--- config.mk ---
export PLATFORM = sky130hd
export DESIGN_NAME = gcbu_fadd
export DESIGN_NICKNAME = d
export VERILOG_FILES = /design/src/hw/rtl/gcbu_pkg.sv /design/src/hw/rtl/gcbu_norm.sv /design/src/hw/rtl/gcbu_fadd.sv
export SDC_FILE = /design/constraint.sdc
export NUM_CORES = 2
export LEC_CHECK = 0
export BUFFER_PORTS_ARGS = -buffer_cell sky130_fd_sc_hd__buf_2
export CAP_MARGIN = 20
export CORE_MARGIN = 8
export CORE_UTILIZATION = 35
export DETAILED_ROUTE_END_ITERATION = 16
export PLACE_DENSITY = 0.6
export SYNTH_ARGS = -nofsm -noshare
export SYNTH_HDL_FRONTEND = slang
export SYNTH_SLANG_ARGS = --single-unit
--- constraint.sdc ---
create_clock -name aclk -period 10.2 [get_ports aclk]
set_input_delay 1.02 -clock aclk [delete_from_list [all_inputs] [get_ports aclk]]
set_output_delay 1.02 -clock aclk [all_outputs]
set_load 0.03 [all_outputs]
--- src/hw/rtl/gcbu_pkg.sv ---
// Shared types and constants of the column-block update datapath.
// Holds the register indexes, the binary64 special values and the normalizer hand-off type.
// No dependencies.
package gcbu_pkg;

    localparam int DW       = 64;
    localparam int WIDE_W   = 106;
    localparam int MUL_LAT  = 5;
    localparam int ADD_LAT  = 5;
    // The y value meets the scaled sum after two multiplies and two adds.
    localparam int ACC_DLY  = 2 * MUL_LAT + 2 * ADD_LAT;
    localparam int LAST_DLY = ACC_DLY + ADD_LAT;

    localparam logic [63:0] DEF_NAN   = 64'hFFF8_0000_0000_0000;
    localparam logic [63:0] NEG_ZERO  = 64'h8000_0000_0000_0000;
    localparam logic [63:0] QUIET_BIT = 64'h0008_0000_0000_0000;
    localparam logic [63:0] ALPHA_RST = 64'h3FF0_0000_0000_0000;
    localparam logic [10:0] EXP_MAX   = 11'h7FF;

    typedef logic [2:0] cfg_idx_t;
    localparam cfg_idx_t REG_MODE  = 3'd0;
    localparam cfg_idx_t REG_W0    = 3'd1;
    localparam cfg_idx_t REG_W1    = 3'd2;
    localparam cfg_idx_t REG_W2    = 3'd3;
    localparam cfg_idx_t REG_W3    = 3'd4;
    localparam cfg_idx_t REG_ALPHA = 3'd5;

    // Unrounded result: value is wide * 2^(etop - 1023 - 105) when the top bit sits at bit 105.
    typedef struct packed {
        logic               spec;
        logic [63:0]        spec_val;
        logic               sign;
        logic signed [12:0] etop;
        logic [105:0]       wide;
    } gcbu_nrm_t;

    function automatic logic is_nan(input logic [63:0] x);
        is_nan = (x[62:52] == EXP_MAX) && (x[51:0] != 52'd0);
    endfunction

    function automatic logic is_inf(input logic [63:0] x);
        is_inf = (x[62:52] == EXP_MAX) && (x[51:0] == 52'd0);
    endfunction

    function automatic logic is_zero(input logic [63:0] x);
        is_zero = (x[62:0] == 63'd0);
    endfunction

endpackage

--- src/hw/rtl/gcbu_norm.sv ---
// Three-stage normalize, denormalize and round-to-nearest-even unit for binary64.
// Shared back end of the multiplier and the adder; uses gcbu_pkg.
module gcbu_norm (
    input  logic                aclk,
    input  logic                aresetn,
    input  logic                en,
    input  logic                in_valid,
    input  gcbu_pkg::gcbu_nrm_t nin,
    output logic                out_valid,
    output logic [63:0]         res
);
    import gcbu_pkg::*;

    logic        v1_reg, v2_reg, v3_reg;
    gcbu_nrm_t   n1_reg;
    logic [6:0]  lz1_reg;
    logic [6:0]  lz_next;

    always_comb begin
        lz_next = 7'd106;
        for (int i = 0; i < WIDE_W; i++) begin
            if (nin.wide[i]) begin
                lz_next = 7'(WIDE_W - 1 - i);
            end
        end
    end

    // Stage 2: place the leading one, or shift it into the subnormal range.
    logic signed [13:0] em1, rn, lz_s;
    logic [13:0]        rs;
    logic [105:0]       sh;
    logic               rst_bit, ovf_next;
    logic [10:0]        ebits_next;

    always_comb begin
        em1        = $signed({n1_reg.etop[12], n1_reg.etop}) - 14'sd1;
        lz_s       = $signed({7'd0, lz1_reg});
        rn         = $signed({n1_reg.etop[12], n1_reg.etop}) - lz_s;
        rs         = 14'(-em1);
        sh         = '0;
        rst_bit    = 1'b0;
        ovf_next   = 1'b0;
        ebits_next = '0;
        if (em1 >= lz_s) begin
            sh         = n1_reg.wide << lz1_reg;
            ovf_next   = (rn >= 14'sd2047);
            ebits_next = 11'(rn - 14'sd1);
        end else if (!em1[13]) begin
            sh = n1_reg.wide << em1[6:0];
        end else if (rs >= 14'd106) begin
            rst_bit = |n1_reg.wide;
        end else begin
            sh      = n1_reg.wide >> rs[6:0];
            rst_bit = |(n1_reg.wide & ~({106{1'b1}} << rs[6:0]));
        end
    end

    logic        spec2_reg, sign2_reg, zero2_reg, ovf2_reg, g2_reg, st2_reg;
    logic [63:0] sval2_reg;
    logic [10:0] ebits2_reg;
    logic [52:0] mant2_reg;
    logic [63:0] res_next;
    logic        inc;

    always_comb begin
        inc = g2_reg & (st2_reg | mant2_reg[0]);
        if (spec2_reg) begin
            res_next = sval2_reg;
        end else if (zero2_reg) begin
            res_next = {sign2_reg, 63'd0};
        end else if (ovf2_reg) begin
            res_next = {sign2_reg, EXP_MAX, 52'd0};
        end else begin
            // A rounding carry walks into the exponent, up to infinity if it must.
            res_next = {sign2_reg, 63'({ebits2_reg, 52'd0}) + 63'(mant2_reg) + 63'(inc)};
        end
    end

    always_ff @(posedge aclk) begin
        if (!aresetn) begin
            v1_reg <= 1'b0;
            v2_reg <= 1'b0;
            v3_reg <= 1'b0;
        end else if (en) begin
            v1_reg <= in_valid;
            v2_reg <= v1_reg;
            v3_reg <= v2_reg;
        end
    end

    always_ff @(posedge aclk) begin
        if (en) begin
            n1_reg     <= nin;
            lz1_reg    <= lz_next;
            spec2_reg  <= n1_reg.spec;
            sval2_reg  <= n1_reg.spec_val;
            sign2_reg  <= n1_reg.sign;
            zero2_reg  <= (n1_reg.wide == '0);
            ovf2_reg   <= ovf_next;
            ebits2_reg <= ebits_next;
            mant2_reg  <= sh[105:53];
            g2_reg     <= sh[52];
            st2_reg    <= (|sh[51:0]) | rst_bit;
            res        <= res_next;
        end
    end

    assign out_valid = v3_reg;

endmodule

--- src/hw/rtl/gcbu_fadd.sv ---
// Five-stage binary64 adder: order by magnitude, align and add, then the shared rounder.
// Uses gcbu_pkg and gcbu_norm.
module gcbu_fadd (
    input  logic        aclk,
    input  logic        aresetn,
    input  logic        en,
    input  logic        in_valid,
    input  logic [63:0] a,
    input  logic [63:0] b,
    output logic        out_valid,
    output logic [63:0] res
);
    import gcbu_pkg::*;

    logic        spec_next;
    logic [63:0] sval_next;
    logic        a_big;

    always_comb begin
        a_big     = (a[62:0] >= b[62:0]);
        spec_next = 1'b1;
        if (is_nan(a)) begin
            sval_next = a | QUIET_BIT;
        end else if (is_nan(b)) begin
            sval_next = b | QUIET_BIT;
        end else if (is_inf(a) && is_inf(b) && (a[63] != b[63])) begin
            sval_next = DEF_NAN;
        end else if (is_inf(a)) begin
            sval_next = a;
        end else if (is_inf(b)) begin
            sval_next = b;
        end else begin
            spec_next = 1'b0;
            sval_next = '0;
        end
    end

    logic        v1_reg, v2_reg;
    logic [63:0] big_reg, sml_reg, sval1_reg;
    logic        spec1_reg, zsign1_reg;
    gcbu_nrm_t   n2_reg, n2_next;

    // Stage 2: shift the smaller operand, jam what falls off into the lowest bit, then add or subtract it.
    logic [10:0]  e_big, e_sml, d;
    logic [104:0] a_al, b_al, b_sh, b_jam;
    logic         lost;
    logic [105:0] sum;

    always_comb begin
        e_big = (big_reg[62:52] == 11'd0) ? 11'd1 : big_reg[62:52];
        e_sml = (sml_reg[62:52] == 11'd0) ? 11'd1 : sml_reg[62:52];
        d     = e_big - e_sml;
        a_al  = {big_reg[62:52] != 11'd0, big_reg[51:0], 52'd0};
        b_al  = {sml_reg[62:52] != 11'd0, sml_reg[51:0], 52'd0};
        if (d >= 11'd105) begin
            b_sh = '0;
            lost = |b_al;
        end else begin
            b_sh = b_al >> d[6:0];
            lost = |(b_al & ~({105{1'b1}} << d[6:0]));
        end
        b_jam = b_sh | {104'd0, lost};
        if (big_reg[63] != sml_reg[63]) begin
            sum = {1'b0, a_al} - {1'b0, b_jam};
        end else begin
            sum = {1'b0, a_al} + {1'b0, b_jam};
        end
        n2_next.spec     = spec1_reg;
        n2_next.spec_val = sval1_reg;
        // An exact zero is negative only when both operands were negative.
        n2_next.sign     = (sum == '0) ? zsign1_reg : big_reg[63];
        n2_next.etop     = $signed({2'b00, e_big}) + 13'sd1;
        n2_next.wide     = sum;
    end

    always_ff @(posedge aclk) begin
        if (!aresetn) begin
            v1_reg <= 1'b0;
            v2_reg <= 1'b0;
        end else if (en) begin
            v1_reg <= in_valid;
            v2_reg <= v1_reg;
        end
    end

    always_ff @(posedge aclk) begin
        if (en) begin
            big_reg    <= a_big ? a : b;
            sml_reg    <= a_big ? b : a;
            spec1_reg  <= spec_next;
            sval1_reg  <= sval_next;
            zsign1_reg <= a[63] & b[63];
            n2_reg     <= n2_next;
        end
    end

    gcbu_norm u_norm (
        .aclk      (aclk),
        .aresetn   (aresetn),
        .en        (en),
        .in_valid  (v2_reg),
        .nin       (n2_reg),
        .out_valid (out_valid),
        .res       (res)
    );

endmodule

# Word level (Yosys, flattened, before mapping)

Cells that the tools add are included.

Reduce and logical (&&, ||, !) cells: 29
Equal/unequal tests: 4
Bitwise logic cells: 9
Magnitude comparators: 5
Muxes and demuxes: 128
Shifts and indexed selects: 6
Add/subtract/negate cells: 10

Operator list:

| kind                      | count |
|---|---|
| $mux W64                  | 8 |
| $mux W106                 | 4 |
| $mux W6                   | 64 |
| $logic_not A106 Y1        | 2 |
| $reduce_or A106 Y1        | 2 |
| $shl A106 B7 Y106         | 2 |
| $mux W63                  | 2 |
| $add A105 B105 Y106       | 1 |
| $and A106 B106 Y106       | 1 |
| $not A106 Y106            | 1 |
| $shl A106 B7 Y106 const A | 1 |
| $shr A106 B7 Y106         | 1 |
| $sub A105 B105 Y106       | 1 |
| $and A105 B105 Y105       | 1 |
| $mux W105                 | 1 |
| $not A105 Y105            | 1 |
| $or A105 B1 Y105          | 1 |
| $reduce_or A105 Y1        | 1 |
| $shl A105 B7 Y105 const A | 1 |
| $shr A105 B7 Y105         | 1 |
| $logic_not A52 Y1         | 2 |
| $reduce_bool A52 Y1       | 2 |
| $mux W5                   | 16 |
| $mux W4                   | 16 |
| 33 further kinds          | 58 |

Bits of input ports: 132
Flip-flop bits (word level): 774
Output and inout bits: 65
Word-level logic and storage cells: 229

# Longest topological paths before layout

Depth after elaboration: 105
Mapped depth: 42

# By module

From an unflattened synthesis, not the netlist that was laid out.

Cell total of the unflattened synthesis: 8281
Area, all modules: 73944.7 µm²

Modules (own cells, without submodules):

| module    | cells each | area an instance (µm²) | times used |
|---|---|---|---|
| gcbu_norm | 4802       | 41429.7                | 1 |
| gcbu_fadd | 3479       | 32514.9                | 1 |

# Worst setup path after synthesis

OpenSTA, ideal clock, no wires.

Path type: reg2reg
Start: register sml_reg[53]
End: register n2_reg[119] (netlist bit), data pin
Stages on the path, launching flop included: 38
Clock period less this slack: 9080 ps
Arrival: 8818 ps
Setup slack: 1120 ps
Path through: edfxtp_1 nor4_1 nand3_1 nand2b_1 ha_1 inv_1 fa_1 a21o_1 a211oi_1 nor2_1 buf_2 buf_2 a21oi_1 o211ai_1 nor2_1 clkbuf_1 buf_1 o211ai_1 [... 2 more ...] nand2b_1 a21oi_1 o21a_1 o211a_1 or4_1 a21oi_1 o21ai_0 o2bb2ai_1 a221oi_1 a21oi_1 a31oi_1 a31o_1 xnor2_1 o21bai_1 or4b_1 or4_1 nor4_2 mux2_1

RTL lines:

| item                   | line            | source |
|---|---|---|
| start, declared        | gcbu_fadd.sv:39 | `logic [63:0] big_reg, sml_reg, sval1_reg;` |
| start signal, assigned | gcbu_fadd.sv:89 | `sml_reg <= a_big ? b : a;` |
| end signal, assigned   | gcbu_fadd.sv:93 | `n2_reg <= n2_next;` |
| end, declared          | gcbu_fadd.sv:41 | `gcbu_nrm_t n2_reg, n2_next;` |

==> out/qor.yml <==
place.gp.congestion: 1.071
ioPinCount: 197
synth_cell_type_count: 106
synthArstFlopShare_pct: 0
outcome: "finished clean"
avgRoutedWirePerCell_um: 31.74
setup_violations: 0
drt-total-wl_um: 331200
vdd_drop_max_v: 0.0001348
fin_skew_ns: 0.04524
final_util_pct: 38.79
place_ws_ns: 0.2847
startpoint: "sml_reg[56]"
regToRegEndpoint: "n2_reg[119]"
maxCapViolations: 0
switchingPower_mw: 7.695
finalSetupTns_ns: 0
port-buffer-count: 196
grt_pass1_vias: 61200
grt_overflow_total: 0
timing.final.ws_setup_ns: 0.3084
cp-start-kind: "register"
seq_area_frac_synth_pct: 34.55
die_area_mm2: 0.2056
antenna_found_initial: 12
hold_violations: 0
dp_hpwl_um: 261200
vias: 66080
grt_util_all_layers_pct: 30.56
post_cts_buffers: 0
syn_inst: 7891
synth_fp_nets: 8232
dr.pass1.iters: 7
p_int_mw: 8.319
drc: 0
worst-r2r-setup-slack_ns: 0.31
worstHoldPathType: "register to register"
die_w_um: 453.4
drtIter0Drc: 9276
critical_path_arrival_ns: 10.30
ant_nets: 0
path_common_cell: "buf_4"
seqPwrFrac_pct: 28.0
share_comb_of_total_power_pct: 53.8
synth_edf_count: 767
grt_pass1_wl_um: 458900
cp.required_ns: 10.61
coreArea_mm2: 0.1902
rsz0062_at_grt: "false"
rr_worst_depth: 34
synth_top_flop_cell: "edfxtp_1"
slowest_stage: "fa_4"
m1WireLength_um: 132900
final_nets: 8196
cts_max_path_buffers: 3
vias_per_cell: 6.332
drive_gt1_share_pct: 12.32
clock_sinks: 772
numCtsBuffers: 80
critical_path_class: "register to register"
tightest_slew_ns: 1.471
timing.final.crit_share_pct: 96.98
cp-end-kind: "register"
start_util_pct: 35.21
clkPwrFrac_pct: 18.3
dr_wl_met2_um: 142100
tritoncts: "yes"
p_leak_nw: 28.06
slowest_delay_ns: 0.97
cts_root_buffer: "clkbuf_16"
crit_fanout: 33
cts.clk_slew.worst_paths_ns: 0.06
relSlewSlack_pct: 1.947
die_h_um: 453.4
area_growth_pct: 10.19
rows: 160
grt_max_degree: 170
clock_latency_ns: 0.70
period_minus_slack_ns: 9.892
synth.avg_cell_area_um2: 8.485
ys_ff_latch: 772
yosysWarnings: 0
htreeDepth: 3
swShare_pct: 48.05
hold-path-cell-count: 0
maxSlewViolCount: 0
crit_path_end: "n2_reg[119]"
max_freq_ghz: 0.1011
syn_area_mm2: 0.06696
wl_met3_um: 30850
dr.max_layer_used: "met5"
powerDensity_mw_per_mm2: 217.1
r2r-start: "sml_reg[56]"
[cell usage after synthesis (16+ instances only)]
library cell / instances / area share, %
mux4_2: 106 / 3.6
nand2_1: 1020 / 5.7
buf_1: 89 / 0.50
o21a_1: 43 / 0.48
xor2_1: 71 / 0.93
o41ai_1: 18 / 0.24
buf_2: 37 / 0.28
inv_1: 253 / 1.4
a21o_1: 50 / 0.56
a21oi_1: 653 / 4.9
a221oi_1: 32 / 0.42
nand3_1: 162 / 1.2
or2_2: 30 / 0.28
a31oi_1: 89 / 0.83
nand4_1: 112 / 1.0
a211oi_1: 92 / 1.0
o31ai_1: 49 / 0.55
nand2b_1: 141 / 1.3
o211ai_1: 59 / 0.66
clkbuf_1: 419 / 2.3
nor2b_1: 30 / 0.28
nor2_1: 755 / 4.2
mux2_2: 210 / 3.5
a2111oi_0: 19 / 0.25
ha_1: 206 / 3.8
a211o_1: 16 / 0.21
nor3_1: 183 / 1.4
xnor2_1: 105 / 1.4
a22o_1: 60 / 0.78
mux2i_1: 436 / 6.5
and3_1: 57 / 0.53
o21bai_1: 44 / 0.49
nor4_1: 138 / 1.3
edfxtp_1: 767 / 34
or4_1: 19 / 0.21
a22oi_1: 19 / 0.21
or3_1: 46 / 0.43
o22ai_1: 66 / 0.62
and2_1: 122 / 1.1
a21boi_0: 19 / 0.21
o21ai_0: 772 / 5.8
[worst min path at each step]
stage                       startpoint                   end  slack [ns]
finish              u_norm.n1_reg[181]  u_norm.sval2_reg[61]        0.40
floorplan                 sval1_reg[0]           n2_reg[120]        0.40
global route        u_norm.n1_reg[182]  u_norm.sval2_reg[62]        0.41
global placement         sval1_reg[60]           n2_reg[180]        0.40
CTS                 u_norm.n1_reg[181]  u_norm.sval2_reg[61]        0.40
detailed placement       sval1_reg[35]           n2_reg[155]        0.40
[per-stage QoR]
step	hold WS (ns)	cell area (um^2)	power, mW	instances
after floorplan	0.4003	66960	9.182	7891
after global placement	0.4006	71120	12.83	10280
after detailed placement	0.4045	71130	12.78	10280
after CTS	0.3969	73720	15.73	10430
after global routing	0.4080	73770	16.53	10430
final	0.4028	73780	16.01	10440
[power groups by stage]
stage	sequential, mW	combinational, mW	clock [mW]
global route	4.49	8.95	3.09
detailed placement	4.51	8.27	0
global placement	4.50	8.33	0
CTS	4.45	8.31	2.98
finish	4.48	8.61	2.93
floorplan	4.24	4.94	0
[final cells by class]
class	count	area, um^2
fill	19350	116400
multi-input combinational	6297	40890
sequential	772	23130
tap	2511	3142
timing repair buffer	445	3032
clock buffer	96	2062
inverter	259	974.7
clock inverter	52	533.0
antenna	5	12.51
[worst max-delay path: cells and delay by family, from the launching register on]
kind | cells | cell delay [ns]
AND/OR/NAND/NOR | 12 | 2.77
AO/OA/AOI/OAI | 6 | 1.79
adder cells (fa/ha/maj) | 3 | 1.31
buffers and inverters | 8 | 1.39
XOR/XNOR | 1 | 0.27
multiplexers | 4 | 1.64
flip-flops | 1 | 0.41
[layer usage]
metal	track usage [%]	vias up
li1	-	29290
met1	40.55	32090
met2	46.59	3970
met3	5.226	725
met4	18.53	4
met5	0	-
[cells by family after synthesis]
family                     after synthesis  share of synthesized area [%]
muxes                                  753                          13.63
DFF                                    772                          34.55
and+or+nand+nor                       2870                          19.78
buffers and inverters                  822                          4.823
adders and majority gates              213                          3.999
xor gates and xnor gates               179                          2.409
AOI/OAI and AO/OA                     2282                          20.81
[layout by cell type, fill, tap and decap left out, types with 95 or more instances in the layout]
master,n
a21oi_1,653
and2_1,120
buf_2,197
buf_4,231
edfxtp_1,767
ha_1,203
inv_1,250
mux2_2,210
mux2i_1,436
mux4_2,106
nand2_1,1019
nand2b_1,141
nand3_1,162
nand4_1,112
nor2_1,751
nor3_1,179
nor4_1,138
o21ai_0,771
xnor2_1,95
[what timing repair did]
item / CTS / global route
hold endpoints to repair: 0 / 0
resized for setup: 0 / 7
endpoints found under the setup margin: 0 / 1
hold buffers: 0 / 0
Note: power is estimated with default switching activity, not from simulation.
